[src/rtl/jpk_pkg.sv]
// jpk_pkg: shared types and constants for the joypad mux and packet receiver
// depends on: nothing
`timescale 1ns / 1ps

package jpk_pkg;

	// header command that sets the multiplayer mode (byte 0 >> 3)
	localparam logic [4:0] MLT_REQ_CMD = 5'h11;

	// nibble returned with nothing pressed
	localparam logic [3:0] NIBBLE_ALL = 4'hf;

	// multiplayer mode codes; the two higher codes both mean four players
	localparam logic [1:0] MODE_SINGLE = 2'd0;
	localparam logic [1:0] MODE_DUAL   = 2'd1;

	localparam int PAD_COUNT    = 4;
	localparam int PACKET_BYTES = 16;

	typedef logic [7:0] byte_t;

	// multiplayer mode update from the packet receiver to the pad mux
	typedef struct packed {
		logic       set;
		logic [1:0] mode;
	} jpk_mlt_t;

endpackage

[src/rtl/jpk_pad_mux.sv]
// jpk_pad_mux: pad byte storage, player id sequencing and nibble select
// depends on: jpk_pkg
`timescale 1ns / 1ps

module jpk_pad_mux (
	input  logic             clk,
	input  logic             arst_n,
	input  logic             sel_fire,
	input  logic             pad_fire,
	input  logic             p14,
	input  logic             p15,
	input  logic [1:0]       pad_index,
	input  logic [7:0]       pad_value,
	input  jpk_pkg::jpk_mlt_t mlt,
	output logic [3:0]       cpu_nibble
);
	import jpk_pkg::*;

	byte_t      pad_q [PAD_COUNT];
	logic [1:0] player_id_q;
	logic [1:0] multi_mode_q;
	logic       dir_lock_q;
	logic       btn_lock_q;

	logic       both_hi;
	logic       advance;
	logic [1:0] pid_inc;
	logic [1:0] pid_masked;
	logic [1:0] pid_cur;
	byte_t      pad_cur;
	logic       dir_lock_d;
	logic       btn_lock_d;

	// player id advance and nibble select
	always_comb begin
		both_hi = p14 & p15;
		advance = both_hi & ~dir_lock_q & ~btn_lock_q;
		pid_inc = player_id_q + 2'd1;
		case (multi_mode_q)
			MODE_SINGLE: pid_masked = 2'd0;
			MODE_DUAL:   pid_masked = {1'b0, pid_inc[0]};
			default:     pid_masked = pid_inc;
		endcase
		pid_cur = advance ? pid_masked : player_id_q;
		pad_cur = pad_q[pid_cur];

		cpu_nibble = NIBBLE_ALL;
		if (both_hi) begin
			cpu_nibble = NIBBLE_ALL - {2'b00, pid_cur};
		end
		if (!p14) begin
			cpu_nibble = cpu_nibble & pad_cur[3:0];
		end
		if (!p15) begin
			cpu_nibble = cpu_nibble & pad_cur[7:4];
		end

		dir_lock_d = advance ? 1'b1 : dir_lock_q;
		btn_lock_d = advance ? 1'b1 : btn_lock_q;
		if (!p14 && p15) begin
			dir_lock_d = 1'b0;
		end
		if (p14 && !p15) begin
			btn_lock_d = 1'b0;
		end
	end

	// control state
	always_ff @(posedge clk or negedge arst_n) begin
		if (!arst_n) begin
			player_id_q  <= '0;
			multi_mode_q <= MODE_SINGLE;
			dir_lock_q   <= 1'b0;
			btn_lock_q   <= 1'b0;
		end else if (sel_fire) begin
			player_id_q  <= mlt.set ? 2'd0 : pid_cur;
			multi_mode_q <= mlt.set ? mlt.mode : multi_mode_q;
			dir_lock_q   <= dir_lock_d;
			btn_lock_q   <= btn_lock_d;
		end
	end

	// pad bytes written by the host
	always_ff @(posedge clk or negedge arst_n) begin
		if (!arst_n) begin
			for (int i = 0; i < PAD_COUNT; i++) begin
				pad_q[i] <= '0;
			end
		end else if (pad_fire) begin
			pad_q[pad_index] <= pad_value;
		end
	end

endmodule

[src/rtl/jpk_packet_rx.sv]
// jpk_packet_rx: bit-serial command packet decoder on the select lines
// depends on: jpk_pkg
`timescale 1ns / 1ps

module jpk_packet_rx (
	input  logic              clk,
	input  logic              arst_n,
	input  logic              sel_fire,
	input  logic              p14,
	input  logic              p15,
	output logic              packet_ready,
	output logic [63:0]       packet_low,
	output logic [63:0]       packet_high,
	output jpk_pkg::jpk_mlt_t mlt
);
	import jpk_pkg::*;

	logic                         pulse_lock_q;
	logic                         strobe_lock_q;
	logic                         full_q;
	logic [2:0]                   bit_cnt_q;
	logic [3:0]                   byte_cnt_q;
	byte_t                        shift_q;
	logic [PACKET_BYTES-1:0][7:0] packet_q;

	logic       pulse_lock_d;
	logic       strobe_lock_d;
	logic       full_d;
	logic [2:0] bit_cnt_d;
	logic [3:0] byte_cnt_d;
	byte_t      shift_d;
	logic       byte_wr;
	logic       drop;

	// packet framing decode
	always_comb begin
		pulse_lock_d  = pulse_lock_q;
		strobe_lock_d = strobe_lock_q;
		full_d        = full_q;
		bit_cnt_d     = bit_cnt_q;
		byte_cnt_d    = byte_cnt_q;
		shift_d       = shift_q;
		byte_wr       = 1'b0;
		drop          = 1'b0;
		packet_ready  = 1'b0;
		mlt.set       = 1'b0;
		mlt.mode      = packet_q[1][1:0];

		if (!p14 && !p15) begin
			// reset pulse
			pulse_lock_d  = 1'b0;
			byte_cnt_d    = '0;
			bit_cnt_d     = '0;
			strobe_lock_d = 1'b1;
			full_d        = 1'b0;
		end else if (pulse_lock_q) begin
			// ignore until next reset pulse
		end else if (p14 && p15) begin
			strobe_lock_d = 1'b0;
		end else begin
			// one line low: data or stop bit
			drop = strobe_lock_q;
			if (drop) begin
				full_d       = 1'b0;
				pulse_lock_d = 1'b1;
				bit_cnt_d    = '0;
				byte_cnt_d   = '0;
			end
			strobe_lock_d = 1'b1;
			if (full_d) begin
				if (!p14 && p15) begin
					packet_ready = 1'b1;
					mlt.set      = (packet_q[0][7:3] == MLT_REQ_CMD);
					full_d       = 1'b0;
					pulse_lock_d = 1'b1;
				end
			end else begin
				shift_d   = {~p15, shift_q[7:1]};
				bit_cnt_d = bit_cnt_d + 3'd1;
				if (bit_cnt_d == 3'd0) begin
					byte_wr    = 1'b1;
					byte_cnt_d = byte_cnt_d + 4'd1;
					if (byte_cnt_d == 4'd0) begin
						full_d = 1'b1;
					end
				end
			end
		end

		packet_low  = packet_ready ? packet_q[7:0]  : '0;
		packet_high = packet_ready ? packet_q[15:8] : '0;
	end

	// receiver state
	always_ff @(posedge clk or negedge arst_n) begin
		if (!arst_n) begin
			pulse_lock_q  <= 1'b0;
			strobe_lock_q <= 1'b0;
			full_q        <= 1'b0;
			bit_cnt_q     <= '0;
			byte_cnt_q    <= '0;
			shift_q       <= '0;
			packet_q      <= '0;
		end else if (sel_fire) begin
			pulse_lock_q  <= pulse_lock_d;
			strobe_lock_q <= strobe_lock_d;
			full_q        <= full_d;
			bit_cnt_q     <= bit_cnt_d;
			byte_cnt_q    <= byte_cnt_d;
			shift_q       <= shift_d;
			if (byte_wr) begin
				// index is the count before its increment
				packet_q[byte_cnt_d - 4'd1] <= shift_d;
			end
		end
	end

endmodule

[src/rtl/joypad_mux_and_command_packet_receiver.sv]
// Joypad select-line mux and command packet receiver, top level.
// A select-line beat passes the input register, then the result register.
// Throughput: one beat per cycle while the output is not stalled; the input register
// holds one beat while a result waits at the output in the single result register.
// Pad writes give no result. Reset (arst_n low) zeroes valid flags and submodule state.
// depends on: jpk_pkg, jpk_pad_mux, jpk_packet_rx
`timescale 1ns / 1ps

module joypad_mux_and_command_packet_receiver (
	input  logic        clk,
	input  logic        arst_n,
	input  logic        in_valid,
	output logic        in_stall,
	input  logic        kind,
	input  logic        p14,
	input  logic        p15,
	input  logic [1:0]  pad_index,
	input  logic [7:0]  pad_value,
	output logic        out_valid,
	input  logic        out_stall,
	output logic [3:0]  cpu_nibble,
	output logic        packet_ready,
	output logic [63:0] packet_low,
	output logic [63:0] packet_high
);
	import jpk_pkg::*;

	logic        valid_s1;
	logic        kind_s1;
	logic        p14_s1;
	logic        p15_s1;
	logic [1:0]  pad_index_s1;
	logic [7:0]  pad_value_s1;

	logic        advance_s1;
	logic        sel_fire;
	logic        pad_fire;
	jpk_mlt_t    mlt;
	logic [3:0]  nibble_c;
	logic        ready_c;
	logic [63:0] low_c;
	logic [63:0] high_c;

	logic        out_valid_q;
	logic [3:0]  cpu_nibble_q;
	logic        packet_ready_q;
	logic [63:0] packet_low_q;
	logic [63:0] packet_high_q;

	// stage 1 moves on when it makes no result or the result slot frees
	assign advance_s1 = valid_s1 & (kind_s1 | ~out_valid_q | ~out_stall);
	assign in_stall   = valid_s1 & ~advance_s1;
	assign sel_fire   = advance_s1 & ~kind_s1;
	assign pad_fire   = advance_s1 & kind_s1;

	// input register
	always_ff @(posedge clk or negedge arst_n) begin
		if (!arst_n) begin
			valid_s1 <= 1'b0;
		end else if (!in_stall) begin
			valid_s1 <= in_valid;
		end
	end

	always_ff @(posedge clk) begin
		if (in_valid && !in_stall) begin
			kind_s1      <= kind;
			p14_s1       <= p14;
			p15_s1       <= p15;
			pad_index_s1 <= pad_index;
			pad_value_s1 <= pad_value;
		end
	end

	jpk_pad_mux u_pad_mux (
		.clk        (clk),
		.arst_n     (arst_n),
		.sel_fire   (sel_fire),
		.pad_fire   (pad_fire),
		.p14        (p14_s1),
		.p15        (p15_s1),
		.pad_index  (pad_index_s1),
		.pad_value  (pad_value_s1),
		.mlt        (mlt),
		.cpu_nibble (nibble_c)
	);

	jpk_packet_rx u_packet_rx (
		.clk          (clk),
		.arst_n       (arst_n),
		.sel_fire     (sel_fire),
		.p14          (p14_s1),
		.p15          (p15_s1),
		.packet_ready (ready_c),
		.packet_low   (low_c),
		.packet_high  (high_c),
		.mlt          (mlt)
	);

	// result register
	always_ff @(posedge clk or negedge arst_n) begin
		if (!arst_n) begin
			out_valid_q <= 1'b0;
		end else if (sel_fire) begin
			out_valid_q <= 1'b1;
		end else if (!out_stall) begin
			out_valid_q <= 1'b0;
		end
	end

	always_ff @(posedge clk) begin
		if (sel_fire) begin
			cpu_nibble_q   <= nibble_c;
			packet_ready_q <= ready_c;
			packet_low_q   <= low_c;
			packet_high_q  <= high_c;
		end
	end

	assign out_valid    = out_valid_q;
	assign cpu_nibble   = cpu_nibble_q;
	assign packet_ready = packet_ready_q;
	assign packet_low   = packet_low_q;
	assign packet_high  = packet_high_q;

endmodule

[config.mk]
export PLATFORM = sky130hd
export DESIGN_NAME = joypad_mux_and_command_packet_receiver
export DESIGN_NICKNAME = d
export VERILOG_FILES = /design/src/rtl/jpk_pkg.sv /design/src/rtl/jpk_pad_mux.sv /design/src/rtl/jpk_packet_rx.sv /design/src/rtl/joypad_mux_and_command_packet_receiver.sv
export SDC_FILE = /design/constraint.sdc
export NUM_CORES = 1
export LEC_CHECK = 0
export BUFFER_PORTS_ARGS = -buffer_cell sky130_fd_sc_hd__buf_2
export CORE_MARGIN = 3
export CORE_UTILIZATION = 65
export CTS_BUF_LIST = sky130_fd_sc_hd__clkbuf_4 sky130_fd_sc_hd__clkbuf_8
export DETAILED_ROUTE_END_ITERATION = 16
export GPL_TIMING_DRIVEN = 0
export PLACE_DENSITY_LB_ADDON = 0.15
export SETUP_SLACK_MARGIN = 0.15
export SLEW_MARGIN = 20
export SYNTH_ARGS = -nofsm -noshare
export SYNTH_HDL_FRONTEND = slang
export SYNTH_SLANG_ARGS = --single-unit
[constraint.sdc]
create_clock -name clk -period 14.4 [get_ports clk]
set_input_delay 0.72 -clock clk [delete_from_list [all_inputs] [get_ports clk]]
set_output_delay 0.72 -clock clk [all_outputs]
set_load 0.005 [all_outputs]
==> results of run 1 <==
-- Yosys cell counts, drive strengths merged, types with 3 or more instances --
cell    instances
inv             9
a21oi          20
nand2          57
clkbuf         25
mux2i           9
o21ai          11
nand3           8
ha              4
dfrtp         186
mux2          174
nor3b           3
and2          132
a31oi           5
edfxtp        146
nor3           15
o31ai           4
buf            16
nand2b          5
nor2b          10
nor2           32
-- layer usage --
metal	track usage, %	part of all wire (%)
met2	39.8	50
met5	0	0
met3	4.51	5.6
met4	7.41	1.9
met1	33.3	43
-- logic make-up after synthesis --
family                   count (synthesis)  share of synthesized area (%)
AND/OR/NAND/NOR                        272                           11.8
AO/OA/AOI/OAI                           66                           3.50
multiplexers                           183                           15.4
adder cells (fa/ha/maj)                  4                          0.372
flip-flops                             332                           67.1
buffers and inverters                   51                           1.56
XOR/XNOR                                 2                          0.130
-- layout by cell type (no fill, tap or decap), types with 2 or more instances in the layout --
master    instances
dfrtp_1         186
buf_2           162
edfxtp_1        146
and2_1          132
mux2_2          120
clkbuf_8         60
nand2_1          56
mux2_1           46
clkbuf_4         29
clkbuf_1         24
nor2_1           23
a21oi_1          19
nor3_1           11
nor2b_1          10
inv_1             9
o21ai_0           9
mux2i_1           9
nor2_4            8
mux2_4            8
nand3_1           7
nand2b_1          5
clkinv_2          5
o31ai_1           4
ha_1              4
buf_1             3
a31oi_1           3
nor3_2            3
o21a_1            2
a211o_1           2
o211ai_1          2
o22ai_1           2
a221oi_1          2
and4b_1           2
a22oi_1           2
xnor2_1           2
nor3b_1           2
a31oi_2           2
o22a_1            2
buf_16            2
-- through the flow --
step	hold slack [ps]	power [mW]	utilization (%)	instance area [sq um]	setup WS (ps)
final	153	2.13	77.4	15700	10780
after floorplan	424	1.24	-	13500	9040
after detailed placement	466	1.35	72.2	14600	10830
after global routing	177	2.22	77.4	15700	10580
after CTS	173	2.15	77.4	15700	10800
after global placement	459	1.35	71.7	14600	7210
-- final cells by class --
cell class,instances,share of cell area (%)
multi-input cells,527,26.8
well taps,270,2.15
inverters,10,0.239
repair buffers,154,5.35
plain buffers,41,1.12
clock inverters,6,0.231
flip-flops and latches,332,57.5
clock buffers,88,6.59
-- state kept, by name (all words and copies together) (netlist names), 3 cells and up --
signal                  count
u_packet_rx.shift_q         8
packet_high                64
cpu_nibble                  4
u_packet_rx.packet_q      126
u_packet_rx.bit_cnt_q       3
pad_value_s1                8
packet_low                 64
u_pad_mux.pad_q            32
u_packet_rx.byte_cnt_q      4
-- critical path, cell delays in order (launching register included) --
cell and delay (ps):
dfrtp_1 330, buf_2 210, buf_1 420, nor2b_1 110
ha_1 220, ha_1 190, clkbuf_1 200, nor3b_1 240
a31oi_1 70, a31oi_2 520, nand2b_1 90, buf_2 200
nor2_4 330, mux2_1 370
-- report_power, final --
part | internal, mW | switching, mW
sequential | 1.06 | 0.0315
clock | 0.451 | 0.343
combinational | 0.0863 | 0.162
-- path summary, 6_finish.rpt --
check,slack [ps],from,cells past startpoint,endpoint
worst max-delay path,10780,u_packet_rx.strobe_lock_q,13,u_packet_rx.packet_q[66]
worst min-delay path,150,arst_n,1,u_packet_rx.packet_q[11]
worst max register to register,10780,u_packet_rx.strobe_lock_q,13,u_packet_rx.packet_q[66]
worst min register to register,480,u_packet_rx.packet_q[84],1,u_packet_rx.packet_q[84]
max in group asynchronous,13320,arst_n,2,u_packet_rx.packet_q[84]
min in group clk,320,pad_value[0],1,pad_value_s1[0]
==> results.json, run 1 <==
{
  "final_layout_size_suffix_gt1_share_pct": 35.8,
  "slew_viol_final": 0,
  "die_area_sq_mm": 0.0225,
  "syn_area_sq_mm": 0.0135,
  "multi_input_area_sq_mm": 0.00422,
  "synth_edf_count": 146,
  "ys.flop_type": "dfrtp_1",
  "start_util_pct": 66.3,
  "final_nets": 1138,
  "gp_congestion": 0.897,
  "path_clk_slew_ps": 60,
  "clockBufferDepth": 3,
  "wl_per_cell_microns": 18.5,
  "drt_iter0_drc": 425,
  "hold_path.class": "input pin to async pin",
  "ir_drop_mv": 0.102,
  "synthArstFlopShare_pct": 56.0,
  "clock_skew_ps": 21.5,
  "avgViaCountPerCell": 5.50,
  "htreeDepth": 2,
  "io_buffers": 151,
  "antenna_found_initial": 0,
  "cts_root_buffer": "clkbuf_8",
  "ys_top_cells_by_area": "dfrtp_1 35%, edfxtp_1 33%, mux2_2 10%",
  "rows": 52,
  "cts_tree": "yes",
  "overflow": 0,
  "clock-sinks": 332,
  "yosysTopAreaCell": "dfrtp_1",
  "period_share_pct": 25.1,
  "worstSetupStartpointType": "flip-flop",
  "post_cts_resized": 0,
  "postCtsHoldBufs": 0,
  "worst_pin_slew_ps": 1050,
  "avgSynthCellArea_sq_um": 14.8,
  "routed_wl_mm": 26.4,
  "io_pins": 152,
  "postCtsSetupBuffers": 0,
  "max_freq_mhz": 276,
  "yosysWarnings": 0,
  "synth_cell_type_count": 65,
  "ff_latch_area_sq_mm": 0.00904,
  "netlist.area_leader.share_pct": 34.6,
  "diodes": 0,
  "end_kind": "flip-flop",
  "report.final.hold_viol_count": 0,
  "layout.cells.non_filler": 1428,
  "seq_area_frac_synth_pct": 67.2,
  "syn_nets": 931,
  "ys_ff_latch": 332,
  "grt_max_degree": 99,
  "dp.cells": 1334,
  "num_vias": 7851,
  "critPathArrivalTime_ps": 4060,
  "drc": 0,
  "p_leak_nw": 6.87,
  "synthCells": 910,
  "finalSetupViolCount": 0,
  "cts_made_buffers": 51,
  "core_area_sq_mm": 0.0203,
  "layout.filler_cells": 1244,
  "crit_required_ps": 14830,
  "clock_latency_ps": 570,
  "finalCriticalPeriod_ps": 3620,
  "die_w_microns": 150,
  "hpwl_mm": 17.4,
  "setup_tns_ps": 0,
  "outcome": "finished clean",
  "ant_nets": 0,
  "cap_violations": 0,
  "grt_usage_pct": 24.2,
  "die_y_microns": 150,
  "pwr_density_cell_mw_per_mm2": 135,
  "relSlewSlack_pct": 28.2,
  "path_class": "flip-flop to flip-flop",
  "crit_fanout": 10,
  "first_pass_iters": 5,
  "grt_pass1_vias": 7869,
  "grt_pass1_wl_mm": 41.9,
  "synthToLayoutAreaGrowth_pct": 16.8,
  "rsz0062_at_grt": "no"
}
(Power assumes the default switching activity.)
==> run 2, diff against run 1 <==
--- a/config.mk
+++ b/config.mk
@@ -7,7 +7,7 @@
 export LEC_CHECK = 0
 export BUFFER_PORTS_ARGS = -buffer_cell sky130_fd_sc_hd__buf_2
 export CORE_MARGIN = 3
-export CORE_UTILIZATION = 65
+export CORE_UTILIZATION = 55
 export CTS_BUF_LIST = sky130_fd_sc_hd__clkbuf_4 sky130_fd_sc_hd__clkbuf_8
 export DETAILED_ROUTE_END_ITERATION = 16
 export GPL_TIMING_DRIVEN = 0
==> constraint.sdc (replaced) <==
create_clock -name clk -period 3.3 [get_ports clk]
set_input_delay 0.165 -clock clk [delete_from_list [all_inputs] [get_ports clk]]
set_output_delay 0.165 -clock clk [all_outputs]
set_load 0.005 [all_outputs]
==> run 2 against run 1 <==
  * Die area increased by 17%
  * Clock power increased to 4.4 times the previous value
  * Largest cell class unchanged
  * Routed wire length increased by 2.2%
  * Via count decreased by 0.39%
  * Worst hold slack got worse by 110 ps
  * Maximum frequency increased by 21%
  * Flip-flop and latch count unchanged
  * Count of clock-buffer cells in the layout decreased by 9
  * Critical path type unchanged
==> results.json, run 2 (synthesized netlist as in run 1, its figures left out) <==
{
  "outcome": "finished clean",
  "regToRegSetupSlack_ps": 310,
  "avgViaCountPerCell": 5.21,
  "layout_commonest_cell": "dfrtp_1",
  "report.final.hold_viol_count": 0,
  "fin_hold_ws_ps": 40.7,
  "grt_max_degree": 91,
  "core_area_sq_mm": 0.0238,
  "critPathArrivalTime_ps": 3410,
  "antenna_found_initial": 1,
  "layout_common_cells": "186 x dfrtp_1, 160 x buf_2, 146 x edfxtp_1",
  "crit_required_ps": 3720,
  "diodes": 0,
  "clock_latency_ps": 550,
  "clock-sinks": 332,
  "multi_input_area_sq_mm": 0.00428,
  "routed_wl_mm": 26.9,
  "r2r_start": "u_packet_rx.strobe_lock_q",
  "clockBufferDepth": 3,
  "path_class": "flip-flop to flip-flop",
  "hold_path.class": "input pin to async pin",
  "num_vias": 7820,
  "path_clk_slew_ps": 60,
  "ff_latch_area_sq_mm": 0.00904,
  "r2r_cells": 13,
  "crit_fanout": 10,
  "worst_pin_slew_ps": 786,
  "max_freq_mhz": 334,
  "hpwl_mm": 17.2,
  "grt_pass1_wl_mm": 43.4,
  "rsz0062_at_grt": "no",
  "grt_usage_pct": 21.0,
  "htreeDepth": 2,
  "finalCriticalPeriod_ps": 2990,
  "final_layout_size_suffix_gt1_share_pct": 36.2,
  "p_leak_nw": 7.01,
  "io_pins": 152,
  "end_kind": "flip-flop",
  "slew_viol_final": 0,
  "power.total_mw": 9.37,
  "overflow": 0,
  "cap_violations": 0,
  "finalSetupViolCount": 0,
  "cts_tree": "yes",
  "die_area_sq_mm": 0.0264,
  "ant_nets": 0,
  "first_pass_iters": 4,
  "rows": 56,
  "drt_iter0_drc": 468,
  "r2r_end": "u_packet_rx.packet_q[108]",
  "synthToLayoutAreaGrowth_pct": 20.1,
  "worstSetupStartpointType": "flip-flop",
  "io_buffers": 151,
  "drc": 0,
  "pwr_density_cell_mw_per_mm2": 580,
  "clock_skew_ps": 13.9,
  "gp_congestion": 0.864,
  "ir_drop_mv": 0.327,
  "die_w_microns": 162,
  "top_register": "u_packet_rx.packet_q",
  "largest_register_ffs": 126,
  "final_nets": 1162,
  "cts_root_buffer": "clkbuf_8",
  "period_share_pct": 90.6,
  "cts_made_buffers": 50,
  "relSlewSlack_pct": 47.3,
  "grt_pass1_vias": 7876,
  "wl_per_cell_microns": 17.9,
  "start_util_pct": 56.7,
  "layout.filler_cells": 1731,
  "die_y_microns": 162
}
## run 2: metal layers
metal / wire (microns) / vias to the layer above / track usage, % / share of wire [%]
met2: 13100 / 204 / 34.0 / 48
li1: - / 3725 / - / -
met3: 1420 / 40 / 3.66 / 5.3
met1: 12000 / 3851 / 30.1 / 45
met5: 0 / - / 0 / 0
met4: 444 / 0 / 5.04 / 1.6
## run 2: through the flow
| stage | area (sq um) | instances | util, % | setup WS (ps) | setup TNS, ps |
|---|---|---|---|---|---|
| floorplan | 13500 | 910 | - | 225 | 0 |
| global placement | 14600 | 1380 | 61.5 | -1090 | -342780 |
| detailed placement | 14700 | 1383 | 62.0 | -382 | -34200 |
| CTS | 16100 | 1497 | 67.7 | 151 | 0 |
| global route | 16200 | 1501 | 68.1 | 147 | 0 |
| finish | 16200 | 1501 | 68.1 | 309 | 0 |
## run 2: critical path, stage by stage (launching register included)
cell and delay, ps:
dfrtp_1 330, clkbuf_4 200, buf_6 160, nor2b_1 50, ha_1 190, ha_1 180
clkbuf_4 170, nor2b_1 140, o21ai_2 260, a22o_2 270, nand3_4 160, nor3b_4 260
buf_12 170, mux2_4 310
## run 2: what timing repair did
item,in CTS,in global routing
setup endpoints to repair,129,129
pin swaps,5,5
setup buffers,4,4
endpoints found under the hold margin,201,0
hold buffers,17,0
gates resized for setup,6,20
## run 2: power breakdown
part	switching (mW)	internal (mW)	leakage, nW
logic	0.732	0.409	2.65
clock network	1.47	2.02	0.571
registers	0.137	4.61	3.79
## run 2: area by class of cell
cell class / count / area share [%]
Sequential cell: 332 / 55.9
Multi-Input combinational cell: 527 / 26.5
Timing Repair Buffer: 179 / 6.98
Clock buffer: 79 / 5.99
Tap cell: 319 / 2.47
Buffer: 41 / 1.24
Clock inverter: 14 / 0.696
Inverter: 10 / 0.232
## run 2: how the worst max path moves through the flow
stage                                      to  cells after the start                       from
floorplan                       cpu_nibble[0]                      4                    kind_s1
global placement     u_packet_rx.packet_q[26]                      1                     arst_n
finish              u_packet_rx.packet_q[108]                     13  u_packet_rx.strobe_lock_q
CTS                  u_packet_rx.packet_q[77]                     12  u_packet_rx.strobe_lock_q
detailed placement   u_packet_rx.packet_q[53]                     12  u_packet_rx.strobe_lock_q
global route         u_packet_rx.packet_q[17]                     13  u_packet_rx.strobe_lock_q
